--- src/design/vdp_pkg.sv ---
// shared types, constants and a function of the video display port interface
package vdp_pkg;

    localparam int VRAM_DEPTH = 16384;
    localparam int ADDR_W     = 14;
    localparam int ADDR_SPAN  = 1 << ADDR_W;
    localparam int RAM_AW     = $clog2(VRAM_DEPTH);
    localparam int RED_STEPS  = $clog2((ADDR_SPAN + VRAM_DEPTH - 1) / VRAM_DEPTH);

    localparam logic ACC_WRITE = 1'b0;
    localparam logic ACC_READ  = 1'b1;
    localparam logic PORT_DATA = 1'b0;
    localparam logic PORT_CTRL = 1'b1;

    localparam logic [1:0] CMD_READ_ADDR  = 2'b00;
    localparam logic [1:0] CMD_WRITE_ADDR = 2'b01;
    localparam logic [1:0] CMD_REG        = 2'b10;
    localparam logic [1:0] CMD_LATCH_CLR  = 2'b11;

    localparam logic [2:0] REG_MODE0       = 3'd0;
    localparam logic [2:0] REG_MODE1       = 3'd1;
    localparam logic [2:0] REG_NAME        = 3'd2;
    localparam logic [2:0] REG_COLOR       = 3'd3;
    localparam logic [2:0] REG_PATTERN     = 3'd4;
    localparam logic [2:0] REG_SPRITE_ATTR = 3'd5;
    localparam logic [2:0] REG_SPRITE_PAT  = 3'd6;
    localparam logic [2:0] REG_TEXT_COLORS = 3'd7;

    localparam logic [4:0] MODE_RESET     = 5'd7;
    localparam logic [4:0] MODE_GRAPHICS2 = 5'd4;
    localparam logic [4:0] FLAGS_RESET    = 5'h1c;
    localparam logic [ADDR_W-1:0] SPLIT_BASE = 14'h2000;

    typedef enum logic {
        ST_CLEAR,
        ST_RUN
    } vdp_state_t;

    typedef struct packed {
        logic [4:0]        display_mode;
        logic [4:0]        control_flags;
        logic [ADDR_W-1:0] name_base;
        logic [ADDR_W-1:0] color_base;
        logic [ADDR_W-1:0] pattern_base;
        logic [ADDR_W-1:0] sprite_attr_base;
        logic [ADDR_W-1:0] sprite_pattern_base;
        logic [7:0]        text_colors;
        logic [1:0]        pattern_split;
        logic [1:0]        color_split;
    } vdp_cfg_t;

    typedef struct packed {
        logic              en;
        logic              we;
        logic [ADDR_W-1:0] ptr;
        logic [7:0]        data;
    } vdp_ram_req_t;

    // pointer modulo the memory depth by restoring compare and subtract
    function automatic logic [RAM_AW-1:0] ram_index(input logic [ADDR_W-1:0] p);
        logic [ADDR_W:0] r;
        r = {1'b0, p};
        for (int i = RED_STEPS - 1; i >= 0; i--) begin
            if (r >= ((ADDR_W + 1)'(VRAM_DEPTH) << i)) begin
                r = r - ((ADDR_W + 1)'(VRAM_DEPTH) << i);
            end
        end
        return r[RAM_AW-1:0];
    endfunction

endpackage

--- src/design/vdp_regs.sv ---
// access decoder: pointers, control byte latch and display registers
module vdp_regs (
    input  logic                  aclk,
    input  logic                  aresetn,
    input  logic                  accept,
    input  logic                  mode,
    input  logic                  port_select,
    input  logic [7:0]            data_byte,
    output vdp_pkg::vdp_cfg_t     cfg,
    output vdp_pkg::vdp_ram_req_t ram_req
);

    logic [vdp_pkg::ADDR_W-1:0] wr_ptr_reg, wr_ptr_next;
    logic [vdp_pkg::ADDR_W-1:0] rd_ptr_reg, rd_ptr_next;
    logic                       pending_reg, pending_next;
    logic [7:0]                 held_reg, held_next;
    vdp_pkg::vdp_cfg_t          cfg_reg, cfg_next;
    logic [vdp_pkg::ADDR_W-1:0] addr_word;

    assign addr_word = {data_byte[5:0], held_reg};
    assign cfg       = cfg_reg;

    always_comb begin
        ram_req.en   = (port_select == vdp_pkg::PORT_DATA);
        ram_req.we   = (mode == vdp_pkg::ACC_WRITE);
        ram_req.ptr  = (mode == vdp_pkg::ACC_WRITE) ? wr_ptr_reg : rd_ptr_reg;
        ram_req.data = data_byte;
    end

    always_comb begin
        wr_ptr_next  = wr_ptr_reg;
        rd_ptr_next  = rd_ptr_reg;
        pending_next = pending_reg;
        held_next    = held_reg;
        cfg_next     = cfg_reg;
        if (accept) begin
            if (port_select == vdp_pkg::PORT_DATA) begin
                if (mode == vdp_pkg::ACC_WRITE) begin
                    wr_ptr_next = wr_ptr_reg + 1'b1;
                end else begin
                    rd_ptr_next = rd_ptr_reg + 1'b1;
                end
            end else if (mode == vdp_pkg::ACC_WRITE) begin
                if (!pending_reg) begin
                    pending_next = 1'b1;
                    held_next    = data_byte;
                end else begin
                    pending_next = 1'b0;
                    case (data_byte[7:6])
                        vdp_pkg::CMD_REG: begin
                            case (data_byte[2:0])
                                vdp_pkg::REG_MODE0: begin
                                    cfg_next.display_mode[4:2] = held_reg[3:1];
                                end
                                vdp_pkg::REG_MODE1: begin
                                    cfg_next.display_mode[0] = held_reg[4];
                                    cfg_next.display_mode[1] = held_reg[3];
                                    cfg_next.control_flags   = {held_reg[7:5], held_reg[1:0]};
                                end
                                vdp_pkg::REG_NAME: begin
                                    cfg_next.name_base = {held_reg[3:0], 10'b0};
                                end
                                vdp_pkg::REG_COLOR: begin
                                    cfg_next.color_split = held_reg[6:5];
                                    if (cfg_reg.display_mode != vdp_pkg::MODE_GRAPHICS2) begin
                                        cfg_next.color_base = {held_reg, 6'b0};
                                    end else begin
                                        cfg_next.color_base =
                                            held_reg[7] ? vdp_pkg::SPLIT_BASE : '0;
                                    end
                                end
                                vdp_pkg::REG_PATTERN: begin
                                    cfg_next.pattern_split = held_reg[1:0];
                                    if (cfg_reg.display_mode != vdp_pkg::MODE_GRAPHICS2) begin
                                        cfg_next.pattern_base = {held_reg[2:0], 11'b0};
                                    end else begin
                                        cfg_next.pattern_base =
                                            held_reg[2] ? vdp_pkg::SPLIT_BASE : '0;
                                    end
                                end
                                vdp_pkg::REG_SPRITE_ATTR: begin
                                    cfg_next.sprite_attr_base = {held_reg[6:0], 7'b0};
                                end
                                vdp_pkg::REG_SPRITE_PAT: begin
                                    cfg_next.sprite_pattern_base = {held_reg[2:0], 11'b0};
                                end
                                vdp_pkg::REG_TEXT_COLORS: begin
                                    cfg_next.text_colors = held_reg;
                                end
                                default: begin
                                end
                            endcase
                        end
                        vdp_pkg::CMD_WRITE_ADDR: begin
                            wr_ptr_next = addr_word;
                        end
                        vdp_pkg::CMD_READ_ADDR: begin
                            rd_ptr_next = addr_word;
                        end
                        vdp_pkg::CMD_LATCH_CLR: begin
                        end
                        default: begin
                        end
                    endcase
                end
            end
        end
    end

    always_ff @(posedge aclk) begin
        if (!aresetn) begin
            wr_ptr_reg  <= '0;
            rd_ptr_reg  <= '0;
            pending_reg <= 1'b0;
            held_reg    <= '0;
            cfg_reg     <= '{display_mode:  vdp_pkg::MODE_RESET,
                             control_flags: vdp_pkg::FLAGS_RESET,
                             default:       '0};
        end else begin
            wr_ptr_reg  <= wr_ptr_next;
            rd_ptr_reg  <= rd_ptr_next;
            pending_reg <= pending_next;
            held_reg    <= held_next;
            cfg_reg     <= cfg_next;
        end
    end

endmodule

--- config.mk ---
export PLATFORM = sky130hd
export DESIGN_NAME = vdp_regs
export DESIGN_NICKNAME = d
export VERILOG_FILES = /design/src/design/vdp_pkg.sv /design/src/design/vdp_regs.sv
export SDC_FILE = /design/constraint.sdc
export NUM_CORES = 1
export LEC_CHECK = 0
export ABC_AREA = 0
export BUFFER_PORTS_ARGS = -buffer_cell sky130_fd_sc_hd__buf_2
export CORE_ASPECT_RATIO = 0.7
export CORE_MARGIN = 3
export CORE_UTILIZATION = 49
export DETAILED_ROUTE_END_ITERATION = 10
export HOLD_SLACK_MARGIN = 0.05
export PLACE_DENSITY = 0.86
export SLEW_MARGIN = 5
export SYNTH_ARGS = -nofsm -noshare
export SYNTH_HDL_FRONTEND = slang
export SYNTH_SLANG_ARGS = --single-unit
--- constraint.sdc ---
create_clock -name aclk -period 2.1 [get_ports aclk]
set_input_delay 0.315 -clock aclk [delete_from_list [all_inputs] [get_ports aclk]]
set_output_delay 0.315 -clock aclk [all_outputs]
set_load 0.02 [all_outputs]
==> results of run 1 <==
[worst max path at each step]
stage                                          start  cells past startpoint  slack (ps)                          end
after floorplan           wr_ptr_reg[0]$_SDFFE_PN0P_                      5         450  wr_ptr_reg[13]$_SDFFE_PN0P_
after global placement                  data_byte[6]                      5         280          cfg[1]$_SDFFE_PN0P_
after detailed placement                data_byte[6]                      5         210         cfg[67]$_SDFFE_PN0P_
after CTS                 rd_ptr_reg[0]$_SDFFE_PN0P_                      5         320  rd_ptr_reg[12]$_SDFFE_PN0P_
after global routing      wr_ptr_reg[0]$_SDFFE_PN0P_                      5         190  wr_ptr_reg[10]$_SDFFE_PN0P_
final                     rd_ptr_reg[0]$_SDFFE_PN0P_                      5         270  rd_ptr_reg[12]$_SDFFE_PN0P_
[final cells by class]
class / count / area share, %
multi-input combinational: 396 / 47.5
sequential: 84 / 32.8
timing repair buffer: 100 / 10.8
clock buffer: 9 / 4.39
tap: 120 / 2.93
clock inverter: 7 / 1.15
inverter: 6 / 0.439
[placed cells by master, fill, tap and decap left out, types with 8 or more instances in the layout]
master	Yosys	final
a211oi_1	8	8
a21oi_1	35	35
a31o_2	8	8
a31oi_1	11	11
buf_2	6	83
buf_4	55	16
clkbuf_16	0	9
conb_1	1	45
dfxtp_1	84	84
mux2_2	14	14
mux2i_1	38	38
nand2_1	65	65
nand2b_1	9	9
nand3_1	24	24
nor2_1	40	40
o21ai_0	12	12
o31ai_1	9	9
[logic make-up (layout without fill, tap and decap cells)]
family	count (synthesis)	in the layout	share of synthesized area [%]
AO/OA/AOI/OAI	114	114	16.9
adder cells (fa/ha/maj)	2	2	0.551
buffers and inverters	100	122	13.0
flip-flops	84	84	37.0
multiplexers	52	52	11.8
other	1	45	0.0825
AND/OR/NAND/NOR	183	183	20.6
[metrics by stage]
step | instances | setup WS (ps) | hold WS (ps)
after floorplan | 580 | 454 | 451
after detailed placement | 706 | 207 | 443
final | 722 | 270 | 250
after global placement | 706 | 284 | 443
after CTS | 722 | 315 | 241
after global routing | 722 | 186 | 267
[worst max-delay path: cells and delay by family (launching register included)]
family / cells / cell delay (ps)
AO/OA/AOI/OAI: 2 / 490
adder cells (fa/ha/maj): 1 / 260
flip-flops: 1 / 480
AND/OR/NAND/NOR: 2 / 490
[routing by layer]
layer / vias up / GRT usage, % / part of all wire, %
met5: - / 0 / 0
met4: 0 / 8.02 / 1.9
met3: 30 / 6.20 / 10
met2: 257 / 36.1 / 44
met1: 1995 / 33.6 / 44
li1: 1940 / - / -
[where the power goes]
part           switching (mW)  internal (mW)  total, mW
Combinational           0.260         0.0980      0.358
Sequential             0.0384           1.61       1.65
Clock                   0.692          0.820       1.51
Total                   0.990           2.53       3.52
==> flow_summary.toml, run 1 <==
[power_and_ir_drop]
p_leak_nw = 2.22
power_mw = 3.52
peakVddDrop_mv = 0.352
p_per_area_nw_per_um2 = 686

[sta]
fin_setup_tns_ps = 0
fmax_mhz = 546
rsz0062_at_grt = "false"
period_needed_ps = 1830
fin_skew_ps = 4.81
setup_viol = 0
period_share_pct = 87.1
slew_violations = 0
hold_viol_final = 0
relSlewSlack_pct = 61.3
tightest_slew_ps = 577

[cts]
cts_sinks = 84
cts_max_level = 3
insertion_delay_ps = 340
cts_root_buf = "clkbuf_16"
cts-resized-gates = 0
clk_pin_slew_ps = 70
cts_setup_buffers = 0
hold_buffers = 0
cts_buffer_depth = 2
cts_tree = "done"
cts_buffers = 9

[worst_setup_path]
worstPathRequired_ps = 2320
worst_setup_path_end_kind = "register"
crit_slowest_cell = "dfxtp_1"
start_kind = "register"
max_stage_delay_ps = 480
reg2reg_to = "rd_ptr_reg[12]$_SDFFE_PN0P_"
reg2reg_depth = 5
worst-path-max-fanout = 7
reg2reg_slack_ps = 270
timing.critical_path.cells = "ha_1, nand3_1, o41ai_1, and3_1, o32ai_1"
worst_r2r_startpoint = "rd_ptr_reg[0]$_SDFFE_PN0P_"
criticalPathCategory = "reg2reg"
worstPathArrival_ps = 2050

[route]
drtPass1Iterations = 7
dr_total_vias = 4222
antenna_left = 0
viasPerCell = 5.85
routed_wl_um = 12600
avgRoutedWirePerCell_um = 17.5
drtIter0Drc = 455
drc_errors = 0

[yosys]
synth-edff-count = 0
ys_types = 55
synthCells = 536
yosysMostFrequentCell = "dfxtp_1"
ys_top_cells_by_count = "dfxtp_1 (84), nand2_1 (65), buf_4 (55)"
synth_async_sr_flop_share_pct = 0
yosys_warnings = 0
avgSynthCellArea_sq_um = 8.48
synth_area_sq_um = 4540
synth_top_flop_cell = "dfxtp_1"
synth_largest_area_cell = "dfxtp_1"
synth.area.top_cells = "dfxtp_1 (37%), buf_4 (9.1%), mux2i_1 (8.4%), nand2_1 (5.4%), a21oi_1 (3.9%)"
netlist.area_leader.share_pct = 37.0
seq_area_frac_synth_pct = 37.0
ys_ff_latch = 84

[floorplan]
die_h_um = 86.6
core-area_sq_um = 8720
dieArea_sq_um = 10500
die_x_um = 121
rows = 28
pin_count = 129
start_util_pct = 52.1

[placement]
dpl_cell_area_sq_um = 4850
hpwl_um = 9180
place.gp.congestion = 0.948
portBuffers = 83

[grt]
track_usage_pct = 24.0
antenna_found_initial = 0
grt_max_degree = 69
grt_pass1_vias = 3909
grt.overflow.total = 0
grt_pass1_wl_um = 20100

[layout]
nets = 612
stdcell_area_sq_um = 5130
n_antenna_cell = 0
multi_input_area_sq_um = 2440
drive_gt1_share_pct = 24.6
largest_reg_flops = 47
final_util_pct = 58.8
area_growth_pct = 12.9
regArea_sq_um = 1680
fill_cells = 760

[worst_hold_path]
hp-start = "data_byte[3]"
hold_class = "in2reg"
hold_path_end = "held_reg[3]$_SDFFE_PN0P_"
min_path_cells = 3

[job]
cap_violations = 0

[outcome]
status = "finished, final reports clean"
No activity file was read; power rests on OpenSTA's default activity.
==> run 2, diff against run 1 <==
--- a/config.mk
+++ b/config.mk
@@ -13,6 +13,7 @@
 export DETAILED_ROUTE_END_ITERATION = 10
 export HOLD_SLACK_MARGIN = 0.05
 export PLACE_DENSITY = 0.86
+export SETUP_SLACK_MARGIN = 0.4
 export SLEW_MARGIN = 5
 export SYNTH_ARGS = -nofsm -noshare
 export SYNTH_HDL_FRONTEND = slang
==> run 2 against run 1 <==
Die area stayed put. Total power is 0.17% higher. Critical endpoint is now ram_req[17]. Fmax is 12% higher. Register-to-register slack better by 200 ps. Hold slack hardly changed. Sequential share of layout area is 0.050 points lower. Via count is 0.28% higher.
==> flow_summary.toml, run 2 (synthesis gave the netlist of run 1 again) <==
[layout]
mostFrequentLayoutCells = "buf_2 (83), dfxtp_1 (76), nand2_1 (65)"
drive_gt1_share_pct = 27.7
fill_cells = 757
nets = 613
largest_reg_flops = 47
n_antenna_cell = 0
area_growth_pct = 14.1
stdcell_area_sq_um = 5190
layout_commonest_cell = "buf_2"

[cts]
cts_max_level = 3
cts_tree = "done"
clk_pin_slew_ps = 60
cts_sinks = 84
hold_buffers = 0
cts_root_buf = "clkbuf_16"
insertion_delay_ps = 340
cts_buffers = 9
cts_buffer_depth = 2

[power_and_ir_drop]
p_switching_uw = 995
p_clk_share_pct = 42.9
peakVddDrop_mv = 0.347
p_int_mw = 2.53
power_mw = 3.53
p_leak_nw = 2.23
p_seq_share_pct = 46.8
p_per_area_nw_per_um2 = 680
combPwrFrac_pct = 10.2
switching_share_pct = 28.2

[sta]
period_share_pct = 77.9
slew_violations = 0
fin_setup_tns_ps = 0
fmax_mhz = 611
fin_skew_ps = 6.70
rsz0062_at_grt = "false"
relSlewSlack_pct = 61.3
setup_viol = 0
tightest_slew_ps = 579
hold_viol_final = 0
period_needed_ps = 1640
fin_ws_ps = 464

[job]
cap_violations = 0

[outcome]
status = "finished, final reports clean"

[route]
viasPerCell = 5.86
drtIter0Drc = 508
dr_total_vias = 4234
antenna_left = 0
routed_wl_um = 12800
avgRoutedWirePerCell_um = 17.7
drc_errors = 0
drtPass1Iterations = 5

[worst_setup_path]
criticalPathCategory = "in2out"
worst_setup_path_end_kind = "output port"
worst-path-max-fanout = 15
start_kind = "input pin"
worstPathRequired_ps = 1780
worstPathArrival_ps = 1320

[floorplan]
dieArea_sq_um = 10500
core-area_sq_um = 8720
start_util_pct = 52.1
pin_count = 129
rows = 28
die_h_um = 86.6
die_x_um = 121

[placement]
post-place-ws_ps = 207
portBuffers = 83
place.gp.congestion = 0.948
hpwl_um = 9180
dpl_cell_area_sq_um = 4850

[grt]
grt.overflow.total = 0
track_usage_pct = 24.1
grt_pass1_wl_um = 20200
grt_pass1_vias = 3919
antenna_found_initial = 0
grt_max_degree = 69

[worst_hold_path]
hold_class = "in2reg"
==> run 2: cell count changes in the layout (fill, tap and decap cells not counted), sizes merged <==
cell	before	now
buf	100	101
==> run 2: metal layers <==
layer | global-route usage (%) | routed length [um] | part of all wire [%] | vias to the layer above
met5 | 0 | 0 | 0 | -
met4 | 8.02 | 242 | 1.9 | 0
met3 | 6.20 | 1360 | 11 | 33
met2 | 36.3 | 5710 | 45 | 253
met1 | 33.7 | 5450 | 43 | 2004
li1 | - | - | - | 1944
==> run 2: area by class of cell <==
class	instances	area, sq um	share of cell area, %
Clock buffer	9	225	4.34
Clock inverter	7	58.8	1.13
Tap cell	120	150	2.90
Multi-Input combinational cell	396	2470	47.6
Sequential cell	84	1700	32.7
Inverter	6	22.5	0.434
Timing Repair Buffer	101	563	10.9
==> run 2: worst paths after layout <==
kind / start / to / slack (ps) / cells past startpoint
worst min-delay path: data_byte[3] / held_reg[3]$_SDFFE_PN0P_ / 250 / 3
worst max-delay path: mode / ram_req[17] / 460 / 4
worst max register to register: rd_ptr_reg[3]$_SDFFE_PN0P_ / rd_ptr_reg[7]$_SDFFE_PN0P_ / 470 / 4
worst min register to register: cfg[62]$_SDFFE_PN0P_ / cfg[62]$_SDFFE_PN0P_ / 450 / 2
==> run 2: power by group through the flow <==
stage	combinational (mW)	sequential, mW	clock, mW
after floorplan	0.346	1.67	0
after global placement	0.340	1.68	0
after detailed placement	0.349	1.69	0
after CTS	0.352	1.65	1.53
after global routing	0.390	1.65	1.59
final	0.361	1.65	1.51
==> run 2: stage by stage <==
stage	instances	utilization, %	hold WS [ps]
after CTS	722	59.0	241
after global routing	723	59.5	268
after floorplan	580	-	451
after detailed placement	706	55.6	443
after global placement	706	55.6	443
final	723	59.5	249
==> run 2: worst max-delay path: stages <==
cell and delay, ps:
buf_2 160, buf_4 280, mux2_2 390, buf_2 170
==> run 2: what timing repair did <==
| item | in CTS | in global routing |
|---|---|---|
| pin swaps | 0 | 1 |
| gates resized for setup | 5 | 16 |
| endpoints found under the setup margin | 15 | 43 |
| cloned | 0 | 0 |
| setup buffers | 0 | 1 |
